### config.mk
export PLATFORM = sky130hd
export DESIGN_NAME = first_fit_extent_allocator
export DESIGN_NICKNAME = d
export VERILOG_FILES = /design/src/sv/ffea_pkg.sv /design/src/sv/first_fit_extent_allocator.sv
export SDC_FILE = /design/constraint.sdc
export NUM_CORES = 2
export LEC_CHECK = 0
export ABC_AREA = 0
export BUFFER_PORTS_ARGS = -buffer_cell sky130_fd_sc_hd__buf_2
export CORE_ASPECT_RATIO = 1.1
export CORE_MARGIN = 2
export CORE_UTILIZATION = 50
export DETAILED_ROUTE_END_ITERATION = 8
export GPL_TIMING_DRIVEN = 0
export PLACE_DENSITY = 0.72
export SYNTH_ARGS = -nofsm -noshare
export SYNTH_HDL_FRONTEND = slang
export SYNTH_SLANG_ARGS = --single-unit
### constraint.sdc
create_clock -name clk_i -period 23.1 [get_ports clk_i]
set_input_delay 4.62 -clock clk_i [delete_from_list [all_inputs] [get_ports clk_i]]
set_output_delay 4.62 -clock clk_i [all_outputs]
set_load 0.1 [all_outputs]
### src/sv/ffea_pkg.sv
// Package for the first-fit extent allocator.
// Holds command and status codes shared by the design; no dependencies.
`timescale 1ns / 1ps
package ffea_pkg;
  localparam int CmdW = 2;
  localparam int StatusW = 2;
  localparam int CountW = 27;
  localparam int LenW = 32;
  localparam int AddrBits = 32;
  localparam int MinRemainder = 16;

  localparam logic [CmdW-1:0] CMD_ALLOC = 2'd0;
  localparam logic [CmdW-1:0] CMD_FREE = 2'd1;
  localparam logic [CmdW-1:0] CMD_INIT = 2'd2;
  localparam logic [CmdW-1:0] CMD_NOP = 2'd3;

  localparam logic [StatusW-1:0] ST_OK = 2'd0;
  localparam logic [StatusW-1:0] ST_NOFIT = 2'd1;
  localparam logic [StatusW-1:0] ST_BADFREE = 2'd2;
  localparam logic [StatusW-1:0] ST_FULL = 2'd3;

  localparam logic CFG_HEAP_START = 1'b0;
  localparam logic CFG_HEAP_BYTES = 1'b1;
endpackage

### src/sv/first_fit_extent_allocator.sv
// First-fit extent allocator: a sorted table of free extents in two memories.
// Depends on ffea_pkg for command and status codes.
// A valid ALLOC or FREE command takes a search, an optional shift and a summary
// pass over the table; every other command takes only the summary pass. One
// command at a time, busy is high meanwhile. The result shows for one cycle
// on done_o; the receiver cannot stall. Reset empties the table and clears the
// heap registers.
`timescale 1ns / 1ps
module first_fit_extent_allocator
  import ffea_pkg::*;
#(
  parameter int TABLE_ENTRIES = 32,
  parameter int BLOCK_BYTES = 64
) (
  input  logic                 clk_i,
  input  logic                 rst_ni,
  input  logic                 start,
  output logic                 busy,
  input  logic [CmdW-1:0]      command_i,
  input  logic [CountW-1:0]    block_count_i,
  input  logic [31:0]          chunk_address_i,
  input  logic [31:0]          chunk_bytes_i,
  input  logic                 cfg_valid_i,
  output logic                 cfg_ready_o,
  input  logic                 cfg_index_i,
  input  logic [31:0]          cfg_data_i,
  output logic                 done_o,
  output logic [StatusW-1:0]   status_o,
  output logic [31:0]          granted_address_o,
  output logic [31:0]          total_free_o,
  output logic [31:0]          largest_free_o
);
  localparam int IdxW = (TABLE_ENTRIES > 2) ? $clog2(TABLE_ENTRIES) : 1;
  localparam int CntW = $clog2(TABLE_ENTRIES + 1);
  localparam int AW = AddrBits;
  localparam int NeedW = CountW + $clog2(BLOCK_BYTES) + 1;
  localparam int CmpW = (NeedW > LenW + 1) ? NeedW : LenW + 1;
  localparam logic [CntW-1:0] FullCnt = CntW'(TABLE_ENTRIES);

  typedef enum logic [3:0] {
    S_IDLE, S_SRCH, S_SRCH_W, S_DECIDE, S_SHL, S_SHL_W, S_SHR, S_SHR_W,
    S_SUM, S_SUM_W, S_DONE
  } state_e;

  state_e state_q;
  logic [31:0] heap_start_q, heap_bytes_q;
  logic [CntW-1:0] cnt_q, pos_q, k_q;
  logic [CmdW-1:0] cmd_q;
  logic [NeedW-1:0] need_q;
  logic [AW-1:0] addr_q;
  logic [AW:0] end_q;
  logic [LenW-1:0] size_q;
  logic [AW-1:0] prev_s_q;
  logic [LenW-1:0] prev_l_q;
  logic has_prev_q, found_q;
  logic [StatusW-1:0] st_q;
  logic [AW-1:0] grant_q;
  logic [32:0] total_q;
  logic [LenW-1:0] largest_q;

  logic [AW-1:0] mem_s [TABLE_ENTRIES];
  logic [LenW-1:0] mem_l [TABLE_ENTRIES];
  logic [AW-1:0] rd_s_q;
  logic [LenW-1:0] rd_l_q;
  logic we;
  logic [IdxW-1:0] wa, ra;
  logic [AW-1:0] wd_s;
  logic [LenW-1:0] wd_l;

  always_ff @(posedge clk_i) begin
    if (we) begin
      mem_s[wa] <= wd_s;
      mem_l[wa] <= wd_l;
    end
    rd_s_q <= mem_s[ra];
    rd_l_q <= mem_l[ra];
  end

  assign busy = (state_q != S_IDLE);
  assign cfg_ready_o = (state_q == S_IDLE);

  logic [AW:0] prev_end;
  logic [AW:0] init_end;
  logic [AW:0] init_len;
  logic [33:0] merged;
  logic join_prev, join_next, has_next, free_bad;
  assign prev_end = {1'b0, prev_s_q} + (AW + 1)'(prev_l_q);
  assign has_next = found_q;
  assign join_prev = has_prev_q && (prev_end == {1'b0, addr_q});
  assign join_next = has_next && (end_q == {1'b0, rd_s_q});
  assign merged = 34'(size_q) + (join_prev ? 34'(prev_l_q) : 34'd0)
                  + (join_next ? 34'(rd_l_q) : 34'd0);
  assign free_bad = (has_next && end_q > {1'b0, rd_s_q})
                    || (has_prev_q && prev_end > {1'b0, addr_q})
                    || (merged[33:32] != '0);
  assign init_end = {1'b0, heap_start_q[AW-1:0]} + (AW + 1)'(heap_bytes_q);
  assign init_len = {1'b1, {AW{1'b0}}} - {1'b0, heap_start_q[AW-1:0]};

  always_comb begin
    we = 1'b0;
    wa = '0;
    wd_s = '0;
    wd_l = '0;
    ra = k_q[IdxW-1:0];
    unique case (state_q)
      S_IDLE: begin
        ra = '0;
        if (start && command_i == CMD_INIT && heap_bytes_q != '0) begin
          we = 1'b1;
          wd_s = heap_start_q[AW-1:0];
          wd_l = (init_end > (AW + 1)'(1) << AW) ? LenW'(init_len) : heap_bytes_q;
        end
      end
      S_DECIDE: begin
        wa = pos_q[IdxW-1:0];
        if (cmd_q == CMD_ALLOC && found_q
            && (CmpW'(rd_l_q) - CmpW'(need_q)) >= CmpW'(MinRemainder)) begin
          we = 1'b1;
          wd_s = rd_s_q + AW'(need_q);
          wd_l = LenW'(CmpW'(rd_l_q) - CmpW'(need_q));
        end else if (cmd_q == CMD_FREE && st_q == ST_OK && !free_bad) begin
          if (join_prev) begin
            we = 1'b1;
            wa = IdxW'(pos_q - 1'b1);
            wd_s = prev_s_q;
            wd_l = merged[31:0];
          end else if (join_next) begin
            we = 1'b1;
            wd_s = addr_q;
            wd_l = merged[31:0];
          end else if (cnt_q < FullCnt && pos_q == cnt_q) begin
            we = 1'b1;
            wd_s = addr_q;
            wd_l = size_q;
          end
        end
      end
      S_SHL: ra = IdxW'(k_q + 1'b1);
      S_SHL_W: begin
        we = 1'b1;
        wa = k_q[IdxW-1:0];
        wd_s = rd_s_q;
        wd_l = rd_l_q;
      end
      S_SHR: ra = IdxW'(k_q - 1'b1);
      S_SHR_W: begin
        we = 1'b1;
        wa = k_q[IdxW-1:0];
        if (k_q == pos_q) begin
          wd_s = addr_q;
          wd_l = size_q;
        end else begin
          wd_s = rd_s_q;
          wd_l = rd_l_q;
        end
      end
      default: ;
    endcase
  end

  always_ff @(posedge clk_i or negedge rst_ni) begin
    if (!rst_ni) begin
      state_q <= S_IDLE;
      heap_start_q <= '0;
      heap_bytes_q <= '0;
      cnt_q <= '0;
      done_o <= 1'b0;
      status_o <= ST_OK;
      granted_address_o <= '0;
      total_free_o <= '0;
      largest_free_o <= '0;
      pos_q <= '0;
      k_q <= '0;
      cmd_q <= CMD_ALLOC;
      st_q <= ST_OK;
      found_q <= 1'b0;
      has_prev_q <= 1'b0;
    end else begin
      done_o <= 1'b0;
      unique case (state_q)
        S_IDLE: begin
          if (cfg_valid_i) begin
            if (cfg_index_i == CFG_HEAP_START) heap_start_q <= cfg_data_i;
            else heap_bytes_q <= cfg_data_i;
          end
          if (start) begin
            cmd_q <= command_i;
            need_q <= NeedW'(block_count_i) * NeedW'(BLOCK_BYTES);
            addr_q <= AW'(chunk_address_i);
            end_q <= (AW + 1)'(chunk_address_i[AW-1:0]) + (AW + 1)'(chunk_bytes_i);
            size_q <= chunk_bytes_i;
            st_q <= ST_OK;
            grant_q <= '0;
            found_q <= 1'b0;
            has_prev_q <= 1'b0;
            pos_q <= '0;
            k_q <= '0;
            unique case (command_i)
              CMD_ALLOC: begin
                if (block_count_i == '0) st_q <= ST_NOFIT;
                state_q <= (block_count_i == '0) ? S_SUM : S_SRCH;
              end
              CMD_FREE: begin
                if (chunk_bytes_i == '0
                    || ((AW + 1)'(chunk_address_i[AW-1:0]) + (AW + 1)'(chunk_bytes_i) - 1'b1)
                       > {1'b0, {AW{1'b1}}}) begin
                  st_q <= ST_BADFREE;
                  state_q <= S_SUM;
                end else state_q <= S_SRCH;
              end
              CMD_INIT: begin
                cnt_q <= (heap_bytes_q != '0) ? CntW'(1) : '0;
                state_q <= S_SUM;
              end
              default: state_q <= S_SUM;
            endcase
          end
        end
        S_SRCH: begin
          if (k_q >= cnt_q) begin
            pos_q <= k_q;
            state_q <= S_DECIDE;
          end else state_q <= S_SRCH_W;
        end
        S_SRCH_W: begin
          if (cmd_q == CMD_ALLOC ? (CmpW'(rd_l_q) >= CmpW'(need_q)) : (rd_s_q >= addr_q)) begin
            found_q <= 1'b1;
            pos_q <= k_q;
            state_q <= S_DECIDE;
          end else begin
            prev_s_q <= rd_s_q;
            prev_l_q <= rd_l_q;
            has_prev_q <= 1'b1;
            k_q <= k_q + 1'b1;
            state_q <= S_SRCH;
          end
        end
        S_DECIDE: begin
          state_q <= S_SUM;
          k_q <= pos_q;
          if (cmd_q == CMD_ALLOC) begin
            if (!found_q) st_q <= ST_NOFIT;
            else begin
              grant_q <= rd_s_q;
              if ((CmpW'(rd_l_q) - CmpW'(need_q)) < CmpW'(MinRemainder)) state_q <= S_SHL;
            end
          end else begin
            if (free_bad) st_q <= ST_BADFREE;
            else if (join_prev) begin
              if (join_next) state_q <= S_SHL;
            end else if (join_next) begin
            end else if (cnt_q >= FullCnt) st_q <= ST_FULL;
            else if (pos_q == cnt_q) cnt_q <= cnt_q + 1'b1;
            else begin
              k_q <= cnt_q;
              state_q <= S_SHR;
            end
          end
        end
        S_SHL: begin
          if (k_q + 1'b1 >= cnt_q) begin
            cnt_q <= cnt_q - 1'b1;
            k_q <= '0;
            state_q <= S_SUM;
          end else state_q <= S_SHL_W;
        end
        S_SHL_W: begin
          k_q <= k_q + 1'b1;
          state_q <= S_SHL;
        end
        S_SHR: state_q <= S_SHR_W;
        S_SHR_W: begin
          if (k_q == pos_q) begin
            cnt_q <= cnt_q + 1'b1;
            state_q <= S_SUM;
          end else begin
            k_q <= k_q - 1'b1;
            state_q <= S_SHR;
          end
        end
        S_SUM: begin
          state_q <= S_SUM_W;
          k_q <= '0;
          total_q <= '0;
          largest_q <= '0;
        end
        S_SUM_W: begin
          if (k_q >= cnt_q + 1'b1 || cnt_q == '0) state_q <= S_DONE;
          else begin
            if (k_q != '0) begin
              total_q <= (total_q + 33'(rd_l_q) > 33'h0_FFFF_FFFF) ? 33'h0_FFFF_FFFF
                         : total_q + 33'(rd_l_q);
              if (rd_l_q > largest_q) largest_q <= rd_l_q;
            end
            if (k_q == cnt_q) state_q <= S_DONE;
            k_q <= k_q + 1'b1;
          end
        end
        S_DONE: begin
          done_o <= 1'b1;
          status_o <= st_q;
          granted_address_o <= (st_q == ST_OK) ? 32'(grant_q) : '0;
          total_free_o <= total_q[31:0];
          largest_free_o <= largest_q;
          state_q <= S_IDLE;
        end
        default: state_q <= S_IDLE;
      endcase
    end
  end
endmodule
# [Yosys cells after proc, flatten, opt, wreduce, memory -nomap -nowiden]
# Memory sizes are Yosys's and may differ from the RTL's. A register that Yosys moved wholly into a read port is not among the register bits.
# Cells that the tools add are included.
[totals] memories=2 word_cells=260 latchBits=0 reg_bits=476 ramBits=2048 in_bits=130 mem_bits_ro=0
[mem_list] name="mem_l" words=32 width=32 rd=1 rd_ports_with_merged_regs=1 wr=1 line_no="first_fit_extent_allocator.sv:62" source="logic [LenW-1:0] mem_l [TABLE_ENTRIES];"
[mem_list] name="mem_s" words=32 width=32 rd=1 rd_ports_with_merged_regs=1 wr=1 line_no="first_fit_extent_allocator.sv:61" source="logic [AW-1:0] mem_s [TABLE_ENTRIES];"
[op_classes] mul=0 eq_ne=42 add_sub_neg=15 order_cmp=15 shifts=0 n_div=0 muxes=111 reduce_logical=49 bitwise_logic=2
[ops] op="$mux 32" n=24
[ops] op="$pmux 32 s4" n=2
[ops] op="$mux 6" n=23
[ops] op="$add 32x32->33" n=4
[ops] op="$pmux 32 s2" n=2
[ops] op="$mux 33" n=3
[ops] op="$eq 33x32->1" n=2
[ops] op="$gt 33x32->1" n=2
[ops] op="$gt 33x32->1 const B" n=2
[ops] op="$pmux 33 s2" n=1
[ops] op="$mux 4" n=16
[ops] op="$pmux 6 s8" n=1
[ops] op="$pmux 4 s10" n=1
[ops] op="$ne 2x2->1 const B" n=18
[ops] op="$add 33x32->34" n=1
[ops] op="$ge 34x5->1 const B" n=1
[ops] op="$lt 34x5->1 const B" n=1
[ops] op="$sub 32x33->34" n=1
[ops] op="$add 33x32->33" n=1
[ops] op="$ge 32x33->1" n=1
[ops] op="$gt 33x33->1 const B" n=1
[ops] op="$sub 33x1->33 const B" n=1
[ops] op="$add 32x32->32" n=1
[ops] op="$ge 32x32->1" n=1
[ops] op="51 further kinds" n=123

# [Longest topological paths before layout]
[logic_depth] word_depth=15 mapped_depth=47

# [Worst setup path before layout]
# Ideal clock, no wire load.
[synth_path] kind="register to register" from="register prev_s_q[1]" to="memory mem_l[12][0] (enable)" period_less_slack_ns=14.021 setup_time_ns=0.564 path_buffers=4 slack_ns=9.079 path_stages_with_launch=44 required_time_ns=22.536 t_arrival_ns=13.457 cell_sequence="edfxtp_1 > ha_1 > a21o_1 > a21oi_1 > nand2b_1 > a21boi_0 > nor4_1 > nor4b_1 > o21a_1 > o21ai_0 > a21oi_1 > o41ai_1 > o31a_1 > o21ai_0 > a21oi_1 > xnor2_1 > ha_1 > nand4_1 > [8 not listed] > and2_1 > fa_1 > ha_1 > a21o_1 > a21o_1 > a2111oi_0 > nor3_1 > nand4bb_1 > a31oi_1 > o311ai_0 > mux2i_1 > a2111oi_0 > clkbuf_1 > nand4_1 > xnor2_1 > o21a_1 > nand2_1 > nor3_1"
[synth_between] elab_chain_cells=15
[synth_rtl] item="from (decl)" line_no="first_fit_extent_allocator.sv:53" source="logic [AW-1:0] prev_s_q;"
[synth_rtl] item="from (signal assigned)" line_no="first_fit_extent_allocator.sv:231" source="prev_s_q <= rd_s_q;"
[synth_rtl] item="$add 32x32->33 *" line_no="first_fit_extent_allocator.sv:87" source="assign prev_end = {1'b0, prev_s_q} + (AW + 1)'(prev_l_q);"
[synth_rtl] item="$eq 33x32->1" line_no="first_fit_extent_allocator.sv:89" source="assign join_prev = has_prev_q && (prev_end == {1'b0, addr_q});"
[synth_rtl] item="$logic_and 1x1->1" line_no="first_fit_extent_allocator.sv:89"
[synth_rtl] item="$mux 32" line_no="first_fit_extent_allocator.sv:91" source="assign merged = 34'(size_q) + (join_prev ? 34'(prev_l_q) : 34'd0)"
[synth_rtl] item="$add 32x32->33" line_no="first_fit_extent_allocator.sv:91"
[synth_rtl] item="$add 33x32->34" line_no="first_fit_extent_allocator.sv:92" source="+ (join_next ? 34'(rd_l_q) : 34'd0);"
[synth_rtl] item="$reduce_bool 2->1" line_no="first_fit_extent_allocator.sv:95" source="|| (merged[33:32] != '0);"
[synth_rtl] item="$logic_or 1x1->1" line_no="first_fit_extent_allocator.sv:95"
[synth_rtl] item="$logic_not 1->1" line_no="first_fit_extent_allocator.sv:121" source="end else if (cmd_q == CMD_FREE && st_q == ST_OK && !free_bad) begin"
[synth_rtl] item="$logic_and 1x1->1" line_no="first_fit_extent_allocator.sv:121"
[synth_rtl] item="$mux 1" line_no="first_fit_extent_allocator.sv:121"
[synth_rtl] item="$mux 1" line_no="first_fit_extent_allocator.sv:116" source="if (cmd_q == CMD_ALLOC && found_q"
[synth_rtl] item="$pmux 1 s3" line_no="first_fit_extent_allocator.sv:105" source="unique case (state_q)"
[synth_rtl] item="$mux 1" line_no="first_fit_extent_allocator.sv:71" source="if (we) begin"
[synth_rtl] item="$mux 1 (implied by the code)" line_no="first_fit_extent_allocator.sv:73" source="mem_l[wa] <= wd_l;"
[synth_rtl] item="to (decl)" line_no="first_fit_extent_allocator.sv:62"
# Mark *: on every way between the ends. The rest lies on a longest branch, timed or not.

# [Final worst setup path]
[layout_path] from="register prev_l_q[1]" to="memory mem_s[9][25] (netlist bit) (enable)"
[layout_between] elab_chain_cells=15
[layout_rtl] item="from (decl)" line_no="first_fit_extent_allocator.sv:54" source="logic [LenW-1:0] prev_l_q;"
[layout_rtl] item="from (signal assigned)" line_no="first_fit_extent_allocator.sv:232" source="prev_l_q <= rd_l_q;"
[layout_rtl] item="$add 32x32->33" line_no="first_fit_extent_allocator.sv:87"
[layout_rtl] item="$eq 33x32->1" line_no="first_fit_extent_allocator.sv:89"
[layout_rtl] item="$logic_and 1x1->1" line_no="first_fit_extent_allocator.sv:89"
[layout_rtl] item="$mux 32" line_no="first_fit_extent_allocator.sv:91"
[layout_rtl] item="$add 32x32->33" line_no="first_fit_extent_allocator.sv:91"
[layout_rtl] item="$add 33x32->34" line_no="first_fit_extent_allocator.sv:92"
[layout_rtl] item="$reduce_bool 2->1" line_no="first_fit_extent_allocator.sv:95"
[layout_rtl] item="$logic_or 1x1->1" line_no="first_fit_extent_allocator.sv:95"
[layout_rtl] item="$logic_not 1->1" line_no="first_fit_extent_allocator.sv:121"
[layout_rtl] item="$logic_and 1x1->1" line_no="first_fit_extent_allocator.sv:121"
[layout_rtl] item="$mux 1" line_no="first_fit_extent_allocator.sv:121"
[layout_rtl] item="$mux 1" line_no="first_fit_extent_allocator.sv:116"
[layout_rtl] item="$pmux 1 s3" line_no="first_fit_extent_allocator.sv:105"
[layout_rtl] item="$mux 1" line_no="first_fit_extent_allocator.sv:71"
[layout_rtl] item="$mux 1 (implied by the code)" line_no="first_fit_extent_allocator.sv:72" source="mem_s[wa] <= wd_s;"
[layout_rtl] item="to (decl)" line_no="first_fit_extent_allocator.sv:61"
# Parallel ways exist; a longest one is shown, timed or not.

==> qor.yml <==
synthesis:
  synth_async_sr_flop_share_pct: 7.38
  synth_cell_types: 93
  avgSynthCellArea_um2: 12.4
  synth_top_family_by_area: "compound AO/OA/AOI/OAI gates"
  synth-compound-area-share_pct: 15.1
  yosysSeqAreaShare_pct: 63.9
  ys_ff_latch: 2588
  synthFlopType: "edfxtp_1"
  synthCells: 9625
  synth_enable_flop_cells: 2333
  yosys.area_share.adder_pct: 4.50
  synthXorXnorAreaFrac_pct: 1.57
  yosys.area_share.simple_pct: 11.5
  syn-cell-area_um2: 119000
  ys_warn_count: 0
  muxShareOfSynthArea_pct: 0.824
  synth_fp_nets: 10200
cts:
  insertion_delay_ns: 0.98
  h-tree-depth: 5
  post_cts_buffers: 0
  path_clk_slew_ns: 0.07
  cts_num_sinks: 2588
  cts_root_buffer: "clkbuf_16"
  ctsHoldBuffers: 0
  cts_tree: "built"
  post_cts_resized: 0
  numCtsBuffers: 282
  cts_buffer_depth: 4
cells_and_area:
  area_delta_synth_final_pct: 14.2
  layout_common_cells: "edfxtp_1 (2333), nand2_1 (1451), a211oi_1 (728), clkbuf_1 (592), a21oi_1 (465)"
  nets: 10800
  fillers: 18800
  drive_above_1_share_pct: 9.45
  finish.instance_area_um2: 136000
  final-seq-area_um2: 76100
  mostFrequentLayoutCell: "edfxtp_1"
  multi_input_area_um2: 40400
worst_setup_path:
  max_stage_delay_ns: 1.19
  regToRegSetupSlack_ns: 7.57
  slowest_stage: "nor3_2"
  crit_type: "register to register"
  worst_setup_path_start_kind: "register"
  critPathArrivalTime_ns: 16.19
  endpoint_kind: "register"
  crit_required_ns: 23.76
  crit_fanout: 10
detailed_routing:
  ant_nets: 0
  drtIter0Drc: 11800
  finalWirelength_mm: 441
  route.detailed.drc: 1
  drtPass1Iterations: 9
  wl_per_cell_um: 32.4
  num_vias: 88500
  vias_per_cell: 6.49
floorplanning:
  ios: 231
  core_area_um2: 236000
  dieArea_um2: 242000
  initial_utilization_pct: 50.4
  dieHeight_um: 516
  rows: 187
  die_w_um: 469
global_routing:
  antenna_found_initial: 39
  grt_overflow_total: 0
  grt_pass1_wl_mm: 614
  grt_max_degree: 102
  grt_usage_pct: 35.6
  grt_pass1_vias: 86300
timing:
  slew_headroom_pct: -6.36
  clock_skew_ns: 0.0881
  fmax_ghz: 0.0644
  tns_ns: 0
  period_share_pct: 67.2
  period_needed_ns: 15.53
  setup_viol: 0
  finalHoldViolations: 0
  rsz0062_at_grt: "no"
  setup_ws_ns: 7.57
  slew_viol_final: 11
  worstMarginPinSlew_ns: 1.60
power:
  pwr-share-seq_pct: 35.1
  p_sw_share_pct: 43.2
  p_int_mw: 10.2
  power_frac_comb_pct: 40.8
  ir_drop_mv: 0.104
  p_leak_nw: 48.3
  pwr-share-clk_pct: 24.1
  p_per_area_nw_per_um2: 132
  switchingPower_mw: 7.78
  power.total_mw: 18.0
status:
  violations: "design-rule violations, max-capacitance violations, max-slew violations"
  outcome: "finished with violations"
placement:
  port_buffers: 230
  place_area_um2: 127000
  place.gp.congestion: 1.04
  hpwl_mm: 331
  pre_cts_slack_ns: 7.79
min_path:
  hold_class: "register to register"
run:
  maxCapViolCount: 1
## cell type report
class | count | share of cell area (%)
multi-input combinational | 6203 | 29.7
timing repair buffer | 388 | 2.73
tap | 3118 | 2.87
inverter | 238 | 0.657
clock buffer | 356 | 5.53
clock inverter | 126 | 0.811
buffer | 596 | 1.68
antenna | 27 | 0.0497
sequential | 2588 | 56.0
## critical path, delay by kind of cell, from the launching register on
kind / cells / cell delay, ns
multiplexers: 1 / 0.20
flip-flops: 1 / 0.48
AND/OR/NAND/NOR: 14 / 4.28
buffers and inverters: 6 / 2.54
AO/OA/AOI/OAI: 18 / 6.17
XOR/XNOR: 1 / 0.13
adder cells (fa/ha/maj): 4 / 1.36
## through the flow
stage,hold WS [ns],util [%],std cells
finish,0.463,57.5,13600
global route,0.479,57.5,13600
CTS,0.457,57.5,13600
detailed placement,0.453,53.8,13100
global placement,0.449,52.5,13000
floorplan,0.443,-,9625
## registers in the layout, indices dropped and copies added, names as in the netlist, 33 cells and up
| signal | cells |
|---|---|
| mem_s | 1024 |
| total_q | 33 |
| end_q | 33 |
| mem_l | 1024 |
## layer usage
layer	wire length (um)	GRT usage [%]	share of wire (%)
met5	89	0	0.020
met4	36700	25.1	8.3
met3	43500	8.21	9.9
met2	208000	58.8	47
met1	153000	41.3	35
## kinds of logic (layout without fill, tap and decap cells)
group	count (synthesis)	in the layout
adders and majority gates	405	405
and+or+nand+nor	2894	2894
xor gates and xnor gates	213	213
AOI/OAI and AO/OA	2600	2600
other	1	28
buffers and inverters	834	1704
muxes	90	90
DFF	2588	2588
## Yosys cell counts (129+ instances only)
| master | instances | area [um2] |
|---|---|---|
| nand3_1 | 129 | 646 |
| xnor2_1 | 140 | 1230 |
| a311oi_1 | 261 | 2290 |
| and2_1 | 202 | 1260 |
| inv_1 | 237 | 890 |
| a21oi_1 | 467 | 2340 |
| a211oi_1 | 729 | 5470 |
| nor2_1 | 282 | 1060 |
| edfxtp_1 | 2333 | 70100 |
| a21o_1 | 199 | 1490 |
| and2_0 | 423 | 2650 |
| dfrtp_1 | 191 | 4780 |
| a31oi_1 | 290 | 1810 |
| ha_1 | 366 | 4580 |
| o21ai_0 | 269 | 1350 |
| nand2_1 | 1457 | 5470 |
| clkbuf_1 | 558 | 2090 |
## worst paths after layout
check | from | end | depth (start not counted)
worst max-delay path | prev_l_q[1] | mem_s[9][25] | 44
worst min-delay path | grant_q[10] | granted_address_o[10] | 2
worst max register to register | prev_l_q[1] | mem_s[9][25] | 44
worst min register to register | grant_q[10] | granted_address_o[10] | 2
max in group asynchronous | rst_ni | heap_bytes_q[12] | 2
min in group asynchronous | rst_ni | total_free_o[18] | 1
## power groups by stage
stage | logic [mW] | registers [mW] | clock network [mW]
2_1_floorplan | 3.98 | 6.50 | 0
3_3_place_gp | 6.84 | 6.41 | 0
3_5_place_dp | 7.10 | 6.38 | 0
4_1_cts | 7.14 | 6.28 | 4.34
5_1_grt | 7.74 | 6.30 | 4.52
6_report | 7.34 | 6.32 | 4.33
Power figures use the tool's default switching activity.
